`config.mk`:
```
export PLATFORM = sky130hd
export DESIGN_NAME = cbi_out_fifo
export DESIGN_NICKNAME = d
export VERILOG_FILES = /design/src/cbi_pkg.sv /design/src/cbi_out_fifo.sv
export SDC_FILE = /design/constraint.sdc
export NUM_CORES = 1
export LEC_CHECK = 0
export BUFFER_PORTS_ARGS = -buffer_cell sky130_fd_sc_hd__buf_2
export CORE_MARGIN = 2
export CORE_UTILIZATION = 50
export CTS_BUF_LIST = sky130_fd_sc_hd__clkbuf_4 sky130_fd_sc_hd__clkbuf_8
export DETAILED_ROUTE_END_ITERATION = 7
export PLACE_DENSITY = 0.71
export RECOVER_POWER = 25
export SLEW_MARGIN = 30
export SYNTH_ARGS = -nofsm -noshare
export SYNTH_HDL_FRONTEND = slang
export SYNTH_SLANG_ARGS = --single-unit
```
`constraint.sdc`:
```
create_clock -name clk_i -period 4.28 [get_ports clk_i]
set_clock_uncertainty 0.05 [all_clocks]
set_input_delay 0.428 -clock clk_i [delete_from_list [all_inputs] [get_ports clk_i]]
set_output_delay 0.428 -clock clk_i [all_outputs]
set_load 0.02 [all_outputs]
```
`src/cbi_pkg.sv`:
```
// Shared types and constants for the convolutional byte interleaver.
// Used by every module of the block; depends on nothing.
package cbi_pkg;

  localparam int unsigned BRANCHES_DEF   = 12;
  localparam int unsigned UNIT_DEPTH_DEF = 12;
  localparam int unsigned DATA_W         = 8;

  localparam int unsigned FIFO_DEPTH = 3;
  localparam int unsigned FIFO_PTR_W = 2;
  localparam int unsigned FIFO_CNT_W = 2;

  typedef logic [DATA_W-1:0] byte_t;

  typedef struct packed {
    logic bypass;  // branch zero, no storage access
    logic zero;    // slot not yet written since reset
  } cbi_req_t;

endpackage

```
`src/cbi_out_fifo.sv`:
```
// Three-entry output queue that decouples the RAM read stage from the output handshake.
// Depends on cbi_pkg.
module cbi_out_fifo (
  input  logic                               clk_i,
  input  logic                               rst_ni,
  input  logic                               push_i,
  input  cbi_pkg::byte_t                     data_i,
  input  logic                               pop_i,
  output logic                               valid_o,
  output cbi_pkg::byte_t                     data_o,
  output logic [cbi_pkg::FIFO_CNT_W-1:0]     count_o
);

  cbi_pkg::byte_t entry_q [cbi_pkg::FIFO_DEPTH];
  logic [cbi_pkg::FIFO_PTR_W-1:0] wr_ptr_q, rd_ptr_q;
  logic [cbi_pkg::FIFO_CNT_W-1:0] cnt_q;

  function automatic logic [cbi_pkg::FIFO_PTR_W-1:0] ptr_next(
    input logic [cbi_pkg::FIFO_PTR_W-1:0] p
  );
    if (p == cbi_pkg::FIFO_PTR_W'(cbi_pkg::FIFO_DEPTH - 1)) begin
      return '0;
    end
    return p + cbi_pkg::FIFO_PTR_W'(1);
  endfunction

  always_ff @(posedge clk_i) begin
    if (push_i) begin
      entry_q[wr_ptr_q] <= data_i;
    end
  end

  always_ff @(posedge clk_i or negedge rst_ni) begin
    if (!rst_ni) begin
      wr_ptr_q <= '0;
      rd_ptr_q <= '0;
      cnt_q    <= '0;
    end else begin
      if (push_i) begin
        wr_ptr_q <= ptr_next(wr_ptr_q);
      end
      if (pop_i) begin
        rd_ptr_q <= ptr_next(rd_ptr_q);
      end
      unique case ({push_i, pop_i})
        2'b10:   cnt_q <= cnt_q + cbi_pkg::FIFO_CNT_W'(1);
        2'b01:   cnt_q <= cnt_q - cbi_pkg::FIFO_CNT_W'(1);
        default: cnt_q <= cnt_q;
      endcase
    end
  end

  assign valid_o = (cnt_q != '0);
  assign data_o  = entry_q[rd_ptr_q];
  assign count_o = cnt_q;

endmodule

```
Word-level counts from Yosys, hierarchy flattened
Memory sizes are Yosys's and may differ from the RTL's.
Index checks and enable logic that the tools add are counted.
Word-level totals
  memories: 1
  input bits: 12
  word-level logic and storage cells: 25
  bits in registers: 6
  memory bits (writable): 24
  output and inout bits: 11
Operators by class
  reductions and logical operators: 2
  add/subtract/negate cells: 4
  muxes and demuxes: 11
  eq/ne operators: 4
Memory list
  entry_q: depth 3, bits a word 8, rd ports 1, clocked after memory_dff 0, write ports 1, line cbi_out_fifo.sv:14  | cbi_pkg::byte_t entry_q [cbi_pkg::FIFO_DEPTH];
Operator list (count)
  $mux 2: 4
  $add 2x1->2 const B: 3
  $eq 2x2->1 const B: 3
  $mux 1: 6
  $pmux 2 s2: 1
  $reduce_bool 2->1: 2
  $eq 2x1->1 const B: 1
  $sub 2x1->2 const B: 1

Longest topological paths before layout
  depth in word-level cells: 4
  mapped depth: 5
  gate-level depth less buffers: 5

Least setup slack after synthesis
OpenSTA, ideal clock, no wires.
  kind: input to register
  start: input push_i
  end: memory entry_q[2][0] (netlist bit) (enable)
  path slack: 2.704 ns
  arrival time: 1.140 ns
  stages: 2
  library setup time: 0.385 ns
  cell sequence: inv_2 nor3b_1
On the way
  word-level cells in the longest chain between the ends: 2
RTL lines
  start: declaration: line cbi_out_fifo.sv:6  | input logic push_i,
  $mux 1: line cbi_out_fifo.sv:28  | if (push_i) begin
  $mux 1 (not written as such): line cbi_out_fifo.sv:29  | entry_q[wr_ptr_q] <= data_i;
  end: declaration: line cbi_out_fifo.sv:14
No other way between the ends.

Final worst setup path
  start: register rd_ptr_q[0] (netlist bit)
  end: output data_o[0]
On the way
  word-level cells in the longest chain between the ends: 1
RTL lines
  start: declaration: line cbi_out_fifo.sv:15  | logic [cbi_pkg::FIFO_PTR_W-1:0] wr_ptr_q, rd_ptr_q;
  start signal: assignment: line cbi_out_fifo.sv:43  | rd_ptr_q <= ptr_next(rd_ptr_q);
  $mem_v2 3x8
  end: declaration: line cbi_out_fifo.sv:10  | output cbi_pkg::byte_t data_o,
No other way between the ends.

==> results.tsv <==
stage	metric	value	unit
setup_path	Critical Path Sink Type	primary output	
route	via/cell ratio	4.85	
sta	worst slew pin tran	0.783	ns
clock_network	clock root cell	clkbuf_4	
sta	Max Clk Rate	506	MHz
global_routing	GR Util All Layers	0.172	
placed_design	post-DP HPWL	1.13	mm
logic_synthesis	synthesized cell area	1160	um^2
clock_network	clk_lat worst skew	0.32	ns
logic_synthesis	post-synth cell types	18	
clock_network	CTS resizes	0	
global_routing	initial antenna violation count	0	
power	Clock Power Share	0.203	
logic_synthesis	Yosys top cell by area	edfxtp_1	
route	drt total wl	1.69	mm
power	Sw Share	0.324	
hold_path	min-delay worst type	in -> reg	
logic_synthesis	syn nets	87	
power	sequential power share	0.546	
hold_path	Worst Min Path Start	pop_i	
sta	Max-slew headroom	0.476	
global_routing	global-route wire length before repair	3.05	mm
clock_network	htree depth	2	
power	Pwr Density	573	nW/um^2
sta	Tcrit/Tclk final	0.461	
die	Die Wd	52.2	um
route	initial DRC count	1	
global_routing	Overflow after GRT	0	
clock_network	setup bufs post-CTS	0	
power	combinational share of power	0.251	
die	Starting Density	0.526	
power	sw power	0.251	mW
clock_network	TritonCTS clock tree	built	
sta	final hold violations	0	
power	VDD IR max	350	uV
final_layout	antenna cells	0	
clock_network	clock tree buffer depth	2	
logic_synthesis	Yosys reg bits	30	
final_layout	fin nets	115	
setup_path	r2r setup slk	2.77	ns
status	outcome	finished, final reports clean	
clock_network	clock-pin slew on the worst setup and hold paths	0.09	ns
logic_synthesis	post-synthesis cell count	74	
sta	RSZ-0062 raised after global routing	no	
setup_path	crit-path max FO	9	
final_layout	Final Instance Area	1350	um^2
sta	final max-slew violation count	0	
setup_path	type of origin of the critical path	flop	
die	num ports	23	
sta	post-layout min period	1.97	ns
route	DR DRC count	0	
route	Antenna Nets Post-Route	0	
route	routed via count	635	
logic_synthesis	Synth Warn #	0	
clock_network	Post-CTS Hold Fix Bufs	1	
final_layout	layout cells sized above 1	0.262	
global_routing	pin count of the biggest net entering global routing	19	
logic_synthesis	Seq/Total Area, Yosys	0.748	
sta	setup TNS	0	ns
die	Die ar.	2730	um^2
global_routing	vias in the first global route	634	
power	Int Power	0.523	mW
power	Leak Pwr	0.535	nW
route	drt wl/cell	12.9	um
placed_design	IO Port Bufs	22	
die	Die Ht	52.2	um
placed_design	DP Area	1290	um^2
logic_synthesis	syn_area_per_cell	15.7	um^2
setup_path	worst reg2reg startpoint	wr_ptr_q[0]	
placed_design	Placer Congestion	0.670	
setup_path	WS Path Type	reg -> out	
job	max cap viols	0	
setup_path	Crit. Startpoint	rd_ptr_q[0]	
logic_synthesis	Area contributors post-synth	edfxtp_1 (62%), dfrtp_1 (13%), mux2i_1 (7.7%)	
clock_network	clk sink count	30	
die	core area	2210	um^2
setup_path	Critical Path RT	3.80	ns
die	# rows	17	
logic_synthesis	Yosys top cell area share	0.619	
sta	PnR worst setup slack	2.31	ns
clock_network	total CTS buffers	5	
setup_path	Arr. time, crit path	1.50	ns
placed_design	pre-CTS setup slack	2.60	ns
sta	final setup violation count	0	
final_layout	area grow syn2layout	16.1	%
route	drt pass-1 iters	4	
==> worst paths after layout <==
check	endpoint	cells past startpoint
worst max-delay path	data_o[0]	3
worst min-delay path	rd_ptr_q[0]	2
worst max register to register	entry_q[1][4]	2
worst min register to register	count_o[1]	1
max in group asynchronous	wr_ptr_q[1]	2
min in group asynchronous	count_o[1]	2
==> cell usage after synthesis (all sizes together) <==
library cell and instances:
inv 2, nand2 9, edfxtp 24, nor3b 1, or2 1, nor2 2
o21ai 9, xnor2 2, ha 1, buf 2, mux2i 9, a21o 2
xor2 1, dfrtp 6, nor3 1, nand2b 2
==> per-stage QoR <==
stage	total power [mW]	utilization	std cells	hold slack, ns
6_report	0.775	0.611	131	0.261
5_1_grt	0.827	0.611	131	0.245
4_1_cts	0.787	0.614	131	0.233
3_5_place_dp	0.629	0.585	122	0.209
3_3_place_gp	0.623	0.583	122	0.206
2_1_floorplan	0.564	-	74	0.0824
==> state kept, by name, summed over array words and instances (netlist names) <==
register	count
wr_ptr_q	2
count_o	2
rd_ptr_q	2
entry_q	24
==> critical path, cell delays in order, from the launching register on <==
cell,delay [ns]
dfrtp_1,0.67
mux2i_1,0.26
o21ai_1,0.07
buf_2,0.18
==> layout by cell type (no fill, tap or decap), types with 2 or more instances in the layout <==
cell type,count
edfxtp_1,24
buf_2,16
mux2i_1,9
nand2_1,9
o21ai_1,7
clkbuf_4,6
dfrtp_1,6
clkbuf_1,6
inv_2,2
o21ai_0,2
nor2_1,2
a21o_1,2
nand2b_1,2
xnor2_1,2
==> cells by family after synthesis <==
family / after synthesis / share of synthesized area
AOI/OAI and AO/OA: 11 / 0.0516
buffers and inverters: 4 / 0.0226
muxes: 9 / 0.0774
xor gates and xnor gates: 3 / 0.0226
and+or+nand+nor: 16 / 0.0667
adders and majority gates: 1 / 0.0108
DFF: 30 / 0.748
==> layer usage <==
| metal | global-route usage | up-vias | part of all wire |
|---|---|---|---|
| met1 | 0.219 | 292 | 0.47 |
| met3 | 0.0857 | 4 | 0.049 |
| li1 | - | 324 | - |
| met5 | 0 | - | 0 |
| met2 | 0.234 | 15 | 0.45 |
| met4 | 0.103 | 0 | 0.026 |
==> power by group through the flow <==
stage,combinational (mW),sequential (mW),clock (mW)
final,0.194,0.423,0.158
after global routing,0.215,0.433,0.179
after CTS,0.199,0.424,0.164
after detailed placement,0.198,0.431,0
after global placement,0.195,0.428,0
after floorplan,0.141,0.423,0
==> layout make-up <==
class	count	area (um^2)
fillers	193	861
inverters	2	7.51
flip-flops and latches	30	871
well taps	28	35.0
clock buffers	6	45.0
multi-input cells	40	272
repair buffers	23	113
clock inverters	2	8.76
No activity file was read; power rests on OpenSTA's default activity.
