File: src/cbi_pkg.sv
// Shared types and constants for the convolutional byte interleaver.
// Used by every module of the block; depends on nothing.
package cbi_pkg;

  localparam int unsigned BRANCHES_DEF   = 12;
  localparam int unsigned UNIT_DEPTH_DEF = 12;
  localparam int unsigned DATA_W         = 8;

  localparam int unsigned FIFO_DEPTH = 3;
  localparam int unsigned FIFO_PTR_W = 2;
  localparam int unsigned FIFO_CNT_W = 2;

  typedef logic [DATA_W-1:0] byte_t;

  typedef struct packed {
    logic bypass;  // branch zero, no storage access
    logic zero;    // slot not yet written since reset
  } cbi_req_t;

endpackage

File: src/cbi_addr_gen.sv
// Branch sequencer: branch counter, branch base and length, per-branch slot pointers
// and fill flags. Produces the store address for each item. Depends on cbi_pkg.
module cbi_addr_gen #(
  parameter int unsigned BRANCHES   = cbi_pkg::BRANCHES_DEF,
  parameter int unsigned UNIT_DEPTH = cbi_pkg::UNIT_DEPTH_DEF,
  parameter int unsigned ADDR_W     = 10,
  parameter int unsigned LEN_W      = 8
) (
  input  logic              clk_i,
  input  logic              rst_ni,
  input  logic              step_i,
  output logic [ADDR_W-1:0] addr_o,
  output cbi_pkg::cbi_req_t req_o
);

  localparam int unsigned BIDX_W = $clog2(BRANCHES);

  logic [BIDX_W-1:0] branch_q, branch_d;
  logic [ADDR_W-1:0] base_q, base_d;
  logic [LEN_W-1:0]  len_q, len_d;
  logic [LEN_W-1:0]  slot_q [BRANCHES];
  logic [BRANCHES-1:0] filled_q;

  logic [LEN_W-1:0] cur_slot;
  logic [LEN_W-1:0] slot_inc;
  logic             slot_wrap;
  logic             last_branch;

  always_comb begin
    cur_slot    = slot_q[branch_q];
    slot_inc    = cur_slot + LEN_W'(1);
    slot_wrap   = (slot_inc == len_q);
    last_branch = (branch_q == BIDX_W'(BRANCHES - 1));
    addr_o      = base_q + ADDR_W'(cur_slot);
    req_o.bypass = (branch_q == '0);
    req_o.zero   = ~filled_q[branch_q];
    if (last_branch) begin
      branch_d = '0;
      base_d   = '0;
      len_d    = '0;
    end else begin
      branch_d = branch_q + BIDX_W'(1);
      base_d   = base_q + ADDR_W'(len_q);
      len_d    = len_q + LEN_W'(UNIT_DEPTH);
    end
  end

  always_ff @(posedge clk_i or negedge rst_ni) begin
    if (!rst_ni) begin
      branch_q <= '0;
      base_q   <= '0;
      len_q    <= '0;
      filled_q <= '0;
      for (int i = 0; i < BRANCHES; i++) begin
        slot_q[i] <= '0;
      end
    end else if (step_i) begin
      branch_q <= branch_d;
      base_q   <= base_d;
      len_q    <= len_d;
      if (branch_q != '0) begin
        slot_q[branch_q] <= slot_wrap ? '0 : slot_inc;
        if (slot_wrap) begin
          filled_q[branch_q] <= 1'b1;
        end
      end
    end
  end

  a_branch_range: assert property (@(posedge clk_i) disable iff (!rst_ni)
    branch_q <= BIDX_W'(BRANCHES - 1))
    else $error("branch counter out of range");

  a_branch0_origin: assert property (@(posedge clk_i) disable iff (!rst_ni)
    (branch_q == '0) |-> (base_q == '0 && len_q == '0))
    else $error("base or length not cleared at branch zero");

  a_slot_in_len: assert property (@(posedge clk_i) disable iff (!rst_ni)
    (branch_q != '0) |-> (cur_slot < len_q))
    else $error("slot pointer beyond branch length");

  a_filled_after_step: assert property (@(posedge clk_i) disable iff (!rst_ni)
    (step_i && branch_q != '0 && slot_wrap) |=> filled_q[$past(branch_q)])
    else $error("fill flag not set after wrap");

endmodule

File: config.mk
export PLATFORM = sky130hd
export DESIGN_NAME = cbi_addr_gen
export DESIGN_NICKNAME = d
export VERILOG_FILES = /design/src/cbi_pkg.sv /design/src/cbi_addr_gen.sv
export SDC_FILE = /design/constraint.sdc
export NUM_CORES = 1
export LEC_CHECK = 0
export ABC_AREA = 0
export BUFFER_PORTS_ARGS = -buffer_cell sky130_fd_sc_hd__buf_2
export CAP_MARGIN = 20
export CORE_ASPECT_RATIO = 0.7
export CORE_MARGIN = 3
export CORE_UTILIZATION = 63
export CTS_CLUSTER_DIAMETER = 80
export DETAILED_ROUTE_END_ITERATION = 10
export GPL_ROUTABILITY_DRIVEN = 0
export PLACE_DENSITY = 0.8
export SYNTH_ARGS = -nofsm -noshare
export SYNTH_HDL_FRONTEND = slang
export SYNTH_SLANG_ARGS = --single-unit
File: constraint.sdc
create_clock -name clk_i -period 4.1 [get_ports clk_i]
set_input_delay 0.205 -clock clk_i [delete_from_list [all_inputs] [get_ports clk_i]]
set_output_delay 0.205 -clock clk_i [all_outputs]
set_load 0.005 [all_outputs]
---- After elaboration in Yosys (flattened, before gate mapping) ----
Cells that the tools add are included.
word-level totals
  register bits ........................... 130
  input bits .............................. 3
  output and inout port bits .............. 12
  word-level logic and storage cells ...... 50
operators by class
  $add $sub $neg .......................... 5
  $lt $le $gt $ge ......................... 4
  eq/ne operators ......................... 2
  multiplexer cells ....................... 14
  bitwise gates (word level) .............. 3
  reduce and logical (&&, ||, !) cells .... 6
operators by type and width
  operator                                                    number
  bitwise mux 96 bit                                          1
  2-to-1 mux 8 bit                                            5
  binary-select mux 8 bit (select 4 bit)                      1
  demux 8 bit (select 4 bit)                                  1
  adder 10 x 8 -> 10 bit                                      2
  bitwise OR 12 bit                                           1
  2-to-1 mux 10 bit                                           1
  adder 8 x 1 -> 8 bit, second input constant                 1
  adder 8 x 4 -> 8 bit, second input constant                 1
  equality test 8 bit                                         1
  >= comparator 5 bit, second input constant                  1
  less-than comparator 4 x 5 -> 1 bit, second input constant  1
  less-than comparator 5 x 1 -> 1 bit, second input constant  1
  NOT 4 -> 5 bit                                              1
  adder 4 x 1 -> 4 bit, second input constant                 1
  binary-select mux 1 bit (select 4 bit)                      1
  demux 1 bit (select 4 bit)                                  1
  equality test 4 bit, second input constant                  1
  >= comparator 4 x 1 -> 1 bit, second input constant         1
  logical NOT 4 bit                                           1
  2-to-1 mux 4 bit                                            1
  nonzero test 4 bit                                          1
  AND reduction 3 bit                                         1
  logical AND 1 bit                                           2
  3 further kinds                                             4

---- Depth between registers and ports, before layout ----
Gate-level depths: netlist (run 1).
  depth in word-level cells ............... 8
  depth in mapped cells ................... 16
  mapped depth without buffers ............ 14

---- Worst setup path after synthesis (run 1) ----
Ideal clock, no wire load.
  path kind ............................... flip-flop to flip-flop
  from .................................... register branch_q[0]
  to ...................................... register filled_q[7]
  library setup time ...................... 0.076 ns
  data arrival time ....................... 3.462 ns
  data required time ...................... 4.024 ns
  slack ................................... 0.562 ns
  cell stages (with the launch flop) ...... 16
  buffers on the path ..................... 4
  period minus slack after synthesis ...... 3.538 ns
  path through ............................ dfrtp_1 > buf_6 > buf_12 > mux4_2 > a22oi_1 > nand2_1 > ha_1 > o21ai_0 > o21a_1 > a2bb2oi_1 > o211ai_1 > or4_1 > buf_2 > or2_4 > buf_6 > o21bai_2
between the ends
  cells in the longest elaborated chain, start to end .. 7
  elaborated cells on any way between the ends .. 14
  classes of those cells .................. add/sub (1); order compare (2); eq/ne (1); mux (5); bitwise (2); reduce/logical (3)
ends and longest elaborated chain
  element                                               RTL line            text
  start, declared                                       cbi_addr_gen.sv:18  logic [BIDX_W-1:0] branch_q, branch_d;
  start signal, assigned                                cbi_addr_gen.sv:58  branch_q <= branch_d;
  NOT 4 -> 5 bit (implied by the code)                  cbi_addr_gen.sv:30  cur_slot = slot_q[branch_q];
  binary-select mux 8 bit (select 4 bit)                cbi_addr_gen.sv:30
  2-to-1 mux 8 bit (implied by the code) (2 in series)  cbi_addr_gen.sv:30
  adder 8 x 1 -> 8 bit                                  cbi_addr_gen.sv:31  slot_inc = cur_slot + LEN_W'(1);
  equality test 8 bit                                   cbi_addr_gen.sv:32  slot_wrap = (slot_inc == len_q);
  AND reduction 3 bit (no source line)                  -
  end signal, assigned                                  cbi_addr_gen.sv:53  filled_q <= '0;
  end signal, assigned by index                         cbi_addr_gen.sv:64  filled_q[branch_q] <= 1'b1;
  end, declared                                         cbi_addr_gen.sv:22  logic [BRANCHES-1:0] filled_q;
Several ways; a longest one is shown, not always the timed one. The select of a mux whose other input is x is not followed.
A chain may end at the register's enable or synchronous reset.

---- Final worst setup path (run 1) ----
  from .................................... register branch_q[0]
  to ...................................... output port addr_o[8]
between the ends
  cells in the longest elaborated chain, start to end .. 5
ends and longest elaborated chain
  element                                               RTL line            text
  NOT 4 -> 5 bit (implied by the code)                  cbi_addr_gen.sv:30
  binary-select mux 8 bit (select 4 bit)                cbi_addr_gen.sv:30
  2-to-1 mux 8 bit (implied by the code) (2 in series)  cbi_addr_gen.sv:30
  adder 10 x 8 -> 10 bit                                cbi_addr_gen.sv:34  addr_o = base_q + ADDR_W'(cur_slot);
  end, declared                                         cbi_addr_gen.sv:12  output logic [ADDR_W-1:0] addr_o,
Every way passes these cells. The select of a mux whose other input is x is not followed.

==> results of run 1 <==
==> what timing repair did <==
item / in CTS / in global routing
setup endpoints to repair: 2 / 102
endpoints found under the hold margin: 48 / 0
setup buffers: 7 / 6
hold buffers: 1 / 0
gates resized for setup: 5 / 14
==> critical path, stage by stage (launching register included) <==
cell      delay, ns
dfrtp_4        0.55
buf_12         0.18
buf_4          0.14
nor2b_1        0.13
a221o_1        0.38
o21a_1         0.21
inv_1          0.08
ha_1           0.27
nor2b_1        0.16
o21ai_2        0.17
a21boi_1       0.15
o21ai_1        0.16
nand2b_1       0.12
a21o_1         0.19
a21oi_1        0.18
xnor2_1        0.13
buf_2          0.13
==> area by class of cell <==
| type | count | area [um^2] | share of cell area (%) |
|---|---|---|---|
| clock inverters | 14 | 179 | 2.40 |
| repair buffers | 54 | 400 | 5.37 |
| well taps | 128 | 160 | 2.15 |
| inverters | 24 | 90.1 | 1.21 |
| flip-flops and latches | 128 | 3210 | 43.0 |
| multi-input cells | 407 | 2980 | 39.9 |
| clock buffers | 18 | 439 | 5.89 |
==> stage by stage <==
step / utilization [%] / cell area [um^2] / hold WS, ns / setup TNS [ns]
CTS: 74.8 / 7350 / 0.268 / 0
global placement: 67.8 / 6670 / 0.322 / 0
detailed placement: 67.8 / 6670 / 0.337 / 0
global route: 75.8 / 7450 / 0.331 / -0.0876
floorplan: - / 6440 / -0.0906 / 0
finish: 75.8 / 7450 / 0.275 / 0
==> registers in the layout (all words and copies together) (netlist names) <==
register  cells
slot_q       96
filled_q     12
len_q         6
branch_q      4
base_q       10
==> power groups by stage <==
stage               logic (W)  registers [W]  clock network [W]
floorplan             0.00117        0.00164                  0
global placement      0.00160        0.00170                  0
detailed placement    0.00166        0.00172                  0
CTS                   0.00173        0.00170            0.00159
global route          0.00200        0.00174            0.00165
finish                0.00182        0.00172            0.00159
==> layer usage <==
layer | share of wire (%) | wire length [um] | vias to the layer above | GRT usage (%)
met2 | 48 | 7770 | 222 | 44.4
li1 | - | - | 2166 | -
met5 | 0 | 0 | - | 0
met3 | 8.3 | 1350 | 31 | 8.22
met1 | 42 | 6760 | 2404 | 41.3
met4 | 1.7 | 268 | 0 | 10.2
==> synth_stat cells (2+ instances only) <==
cell / instances / area [um^2]
dfrtp_1: 128 / 3200
nand2_1: 112 / 420
o21ai_0: 97 / 485
clkbuf_1: 23 / 86.3
inv_1: 23 / 86.3
mux4_2: 23 / 518
ha_1: 21 / 263
xnor2_1: 16 / 140
nor2_1: 14 / 52.6
nand3_1: 11 / 55.1
o21ai_1: 11 / 55.1
o21bai_2: 10 / 113
a21oi_1: 9 / 45.0
o22ai_1: 8 / 50.1
xor2_1: 8 / 70.1
and2_1: 7 / 43.8
buf_2: 7 / 35.0
clkbuf_2: 7 / 35.0
mux2i_1: 7 / 70.1
nor2b_1: 6 / 37.5
o21bai_1: 4 / 30.0
a21o_1: 3 / 22.5
a22o_1: 3 / 26.3
a22oi_1: 3 / 22.5
buf_1: 3 / 11.3
mux4_1: 3 / 78.8
o211ai_1: 3 / 22.5
a21boi_0: 2 / 15.0
a2bb2oi_1: 2 / 17.5
and4b_1: 2 / 20.0
buf_4: 2 / 15.0
buf_6: 2 / 22.5
nor4b_1: 2 / 17.5
o21a_1: 2 / 15.0
or3_1: 2 / 12.5
xnor3_1: 2 / 45.0
==> cells by family after synthesis <==
| logic type | share of synthesized area (%) |
|---|---|
| flops | 49.7 |
| simple gates | 10.9 |
| buf+inv | 4.90 |
| compound gates | 15.2 |
| mux | 10.5 |
| fa+ha+maj | 4.39 |
| xor+xnor | 4.33 |
==> worst min path at each step <==
stage | startpoint | to | depth (start not counted)
after global placement | rst_ni | slot_q[95] | 2
after global routing | step_i | branch_q[1] | 2
after CTS | step_i | len_q[2] | 2
after detailed placement | rst_ni | slot_q[71] | 2
final | step_i | len_q[2] | 2
after floorplan | rst_ni | base_q[0] | 0
==> cell usage in the layout, fill, tap and decap left out, types with 14 or more instances in the layout <==
master	synthesis	routed
dfrtp_1	128	127
nand2_1	112	111
o21ai_0	97	93
buf_4	2	38
inv_1	23	23
mux4_2	23	23
ha_1	21	20
clkbuf_16	0	17
xnor2_1	16	16
nor2_1	14	14
==> metrics, run 1 <==
status completed; Core Box Area ~10000 um^2; vias per cell ~6.2; Syn Nets about 630; Critical Path RT 3.89 ns; initial core utilization about two thirds; Clock power frac a little under a third; Overall Global Routing Usage between 20% and 30%; final setup violation count 0; I/O Buffers 14; # DRC 0; Placement Setup Slack a little over 0.09 ns; end of the critical path addr_o[8]; hpwl dp between 10 and 15 mm; Power Density roughly 690 nW/um^2; most common flop cell mapped by yosys dfrtp_1; Setup Crit Path Kind reg -> out; launch point of the worst path branch_q[0]; post-route clock skew a little over 0.009 ns; initial antenna violation count 0; nets 657; Relative slew margins a little under a third; Worst EP arrival roughly 3.8 ns; reg2reg start branch_q[0]; clk_lat worst skew roughly 0.42 ns; Worst Max-Slew Pin Slew around 1.0 ns; CP max FO 11; Rows 30; CTS root buf clkbuf_16; Max VDD drop ~0.54 mV; share of layout cells above drive strength 1 a little over a fifth; share of power burned in registers 33.5%; Yosys cell types 52; largest net degree at the start of global routing roughly 80; FF-to-FF End slot_q[48]; Avg Inst Size Synth roughly 11 um^2; Fillers 633; crit path launch type flip-flop; Final Max Tran Viols 0; HP Class in -> reg; first-pass GRT wire length approximately 26 mm; Layout area overhead 15.7%; Sink Count between 100 and 150; register area share after synthesis around half; Sw Ratio a little over a third; total congestion overflow 0; CTS H-tree depth 4; warnings from Yosys 0; Fmax 0.253 GHz; Combinational Power Share a little over a third; Antenna Nets Post-Route 0; drt wl/cell around 21 um; number of synthesized flops with an enable pin 0; Tcrit/Tclk final between 90% and 100%; Mapped Cells roughly 600; Synth Cell Area ~6400 um^2; maxcap violations 0; Static Leak 3.48 nW; Clock Tree Buf Depth 2; Net Switching 0.00185 W; vias in the first global route between 4000 and 5000; Synth Register Bits 128; crit path time final just under 4 ns; Async SR Flop Fraction 100%; Setup crit end kind output pin; final wirelength around 16 mm; drt initial violations around 540; CTS tree built; Die W roughly 130 um; CTS clock-pin slew for the worst setup and hold paths approximately 0.060 ns; final cell count without fillers 773; CTS Buf Count 17; Int Pwr approximately 0.0033 W; final hold violation count 0; # diodes 0; placed insts a little over 700; R2R Setup Slk 0.23 ns; Die Footprint about 11000 um^2; total power ~0.0051 W; TritonRoute pass-1 iters 5; IO Count 15; PnR worst setup slack 0.144 ns; die height ~91 um; routed vias 4823; Reg2Reg Depth 11
(Power assumes the default switching activity.)
==> inputs of run 2 (changes only) <==
- ABC_AREA: 0 -> 1
- CORE_UTILIZATION: 63 -> 50
- PLACE_DENSITY: 0.8 -> 0.66
- REMOVE_ABC_BUFFERS: unset -> 1
==> run 2 against run 1 <==
- register-to-register slack improved by 0.36 ns
- clock skew down 0.0018 ns
- routed wire length is 23% higher
- critical path type unchanged
- combinational power rose by 65%
- die area increased by 37%
- largest cell class is now multi-input gates
- sequential power up 18%
- design area increased by 7.0%
==> metrics, run 2 <==
met2 wire len 7.82 mm (+0.72%); Clock Tree Buf Depth 2 (unchanged); CP max FO 45 (+34); drt initial violations 521 (-4.1%); nets 1006 (+53%); commonest non-fill, non-tap cells in the layout 383 x nand2_1, 135 x nand3_1, 126 x dfrtp_1; CTS Buf Count 17 (unchanged); Yosys cell types 34 (-35%); Reg2Reg Depth 19 (+8); routed vias 6259 (+30%); status completed; Die W 149 um (+17%); Sw Ratio 44.3% (+8.2 points); # DRC 0 (unchanged); PnR worst setup slack 0.379 ns (+0.235 ns); Relative slew margins 32.3% (+1.3 points); Largest register FFs 96 (unchanged); clk_lat worst skew 0.42 ns (about the same); Synth Register Bits 128 (unchanged); Net Switching 0.00293 W (+58%); post-synth top area share 45.0% (-4.7 points); initial core utilization 52.6% (-13 points); first-pass GRT wire length 32.3 mm (+25%); TritonRoute pass-1 iters 6 (+1); Placement Setup Slack 0.609 ns (+0.515 ns); Worst EP arrival 3.52 ns (-0.23 ns); crit path launch type flip-flop; Fillers 1231 (+94%); hold_sp step_i; Die Footprint 15700 um^2 (+37%); total congestion overflow 0 (unchanged); top-count cell post-synth nand2_1; initial antenna violation count 0 (unchanged); most common cell after layout, fill and taps aside nand2_1; metal3 WL 1.96 mm (+46%); largest net degree at the start of global routing 100 (+23%); Max VDD drop 0.382 mV (-29%); CTS clock-pin slew for the worst setup and hold paths 0.06 ns (about the same); Hold Path End branch_q[0]; FF-to-FF End slot_q[74]; Worst Max-Slew Pin Slew 1.02 ns (-0.0191 ns); Core Box Area 13500 um^2 (+38%); Mapped Cells 978 (+62%); wl on met1 9.73 mm (+44%); register area share after synthesis 45.0% (-4.7 points); Rows 35 (+17%); Clock power frac 23.9% (-7.0 points); Setup crit end kind output pin; biggest regs slot_q: 96 flops, filled_q: 12 flops, base_q: 10 flops; highest routing layer actually used met4; hpwl dp 13.2 mm (+30%); Layout area overhead 12.1%; Static Leak 4.39 nW (+26%); Tcrit/Tclk final 90.7% (-5.7 points); share of layout cells above drive strength 1 9.05% (-12 points); Combinational Power Share 45.4% (+9.8 points); final setup violation count 0 (unchanged); Setup Crit Path Kind reg -> out; die height 106 um (+17%); Sink Count 128 (unchanged); Critical Path RT 3.89 ns (about the same); area leader, netlist dfrtp_1; reg2reg start branch_q[0]; main area contributors after synthesis dfrtp_1 45%, nand2_1 20%, nand3_1 9.6%; post-route clock skew 0.00744 ns (-0.00181 ns); IO Count 15 (unchanged); Async SR Flop Fraction 100% (unchanged); Power Density 828 nW/um^2 (+20%); share of power burned in registers 30.8% (-2.7 points); Avg Inst Size Synth 7.27 um^2 (-32%); Final Max Tran Viols 0 (unchanged); warnings from Yosys 0 (unchanged); CTS tree built; R2R Setup Slk 0.59 ns (+0.36 ns); HP Class in -> reg; hold depth 2 (unchanged); Largest Register slot_q; drt wl/cell 16.8 um (-19%); crit path time final 3.72 ns (-0.235 ns); most common flop cell mapped by yosys dfrtp_1; Int Pwr 0.00368 W (+12%); vias in the first global route 5992 (+22%); RSZ-0062 raised after global routing false; number of synthesized flops with an enable pin 0 (unchanged); vias per cell 5.31 (-15%); Overall Global Routing Usage 26.4% (-2.9 points); CTS root buf clkbuf_16; CTS H-tree depth 4 (unchanged); launch point of the worst path branch_q[0]; # diodes 0 (unchanged); Fin Setup TNS 0 ns (unchanged); Synth Cell Area 7110 um^2 (+10%); final wirelength 19.9 mm (+23%); maxcap violations 0 (unchanged); Antenna Nets Post-Route 0 (unchanged); Fmax 0.269 GHz (+6.3%); final hold violation count 0 (unchanged); I/O Buffers 14 (unchanged); Post-synth top cells 383 x nand2_1, 136 x nand3_1, 128 x dfrtp_1
==> run 2: cell count changes in the layout (fill, tap and decap cells not counted), sizes merged, moves of 7 or more <==
cell	before	now
nand2	112	385
nand3	11	141
inv	29	112
o21ai	108	34
nor2	14	41
mux4	26	0
buf	53	32
xnor2	16	2
nor3	1	11
a21oi	9	18
clkinv	6	15
o21bai	14	5
and2	7	0
==> run 2: how the worst max path moves through the flow <==
stage / end
global placement: addr_o[9]
finish: addr_o[9]
CTS: addr_o[9]
floorplan: filled_q[10]
global route: addr_o[8]
detailed placement: filled_q[1]
==> run 2: layout make-up <==
class                      count  area (um^2)  share of cell area, %
clock inverter                13          161                   2.02
inverter                     120          465                   5.84
timing repair inverter         1         8.76                  0.110
timing repair buffer          33          238                   2.98
sequential                   128         3210                   40.2
tap                          185          231                   2.90
clock buffer                  19          453                   5.68
multi-input combinational    680         3210                   40.3
==> run 2: power by group through the flow <==
stage / clock network (W) / registers, W / logic, W
5_1_grt: 0.00164 / 0.00208 / 0.00340
3_5_place_dp: 0 / 0.00203 / 0.00287
3_3_place_gp: 0 / 0.00203 / 0.00285
4_1_cts: 0.00159 / 0.00202 / 0.00289
2_1_floorplan: 0 / 0.00196 / 0.00187
6_report: 0.00158 / 0.00203 / 0.00300
==> run 2: worst max-delay path, stage by stage (launching register included) <==
cell	delay, ns
dfrtp_2	0.46
buf_12	0.25
buf_6	0.20
nand2_1	0.10
nand3_1	0.09
nand2_1	0.08
nand2_1	0.11
nand3_2	0.14
ha_1	0.37
a21oi_1	0.16
nand2_1	0.09
a21oi_1	0.13
inv_1	0.05
a21oi_1	0.27
o31ai_2	0.12
nand2_1	0.07
nand2_1	0.06
nand2_1	0.07
xor2_1	0.13
buf_2	0.12
==> run 2: logic make-up after synthesis <==
family,Yosys count,synth area share (%)
compound gates,67,5.17
xor+xnor,9,1.11
fa+ha+maj,22,3.98
buf+inv,170,10.2
flops,128,45.0
mux,1,0.141
simple gates,581,34.4
==> run 2: timing repair <==
action	4_1_cts	5_1_grt
resized for setup	0	15
hold buffers	1	0
setup endpoints to repair	0	3
endpoints found under the hold margin	93	0
buffers inserted	0	2
==> run 2: layer usage <==
layer	vias to the layer above	global-route usage, %
met2	269	35.8
met1	2890	40.7
met4	0	6.86
li1	3061	-
met3	39	8.08
met5	-	0
==> run 2: through the flow <==
| stage | cells | total power, W | instance area [um^2] | util [%] | hold slack (ns) |
|---|---|---|---|---|---|
| 6_report | 1179 | 0.00661 | 7980 | 58.9 | 0.184 |
| 5_1_grt | 1179 | 0.00712 | 7980 | 58.9 | 0.171 |
| 4_1_cts | 1176 | 0.00650 | 7900 | 58.4 | 0.163 |
| 3_5_place_dp | 1143 | 0.00490 | 7280 | 53.8 | 0.355 |
| 3_3_place_gp | 1143 | 0.00488 | 7280 | 53.8 | 0.359 |
| 2_1_floorplan | 928 | 0.00383 | 6840 | - | -0.0906 |
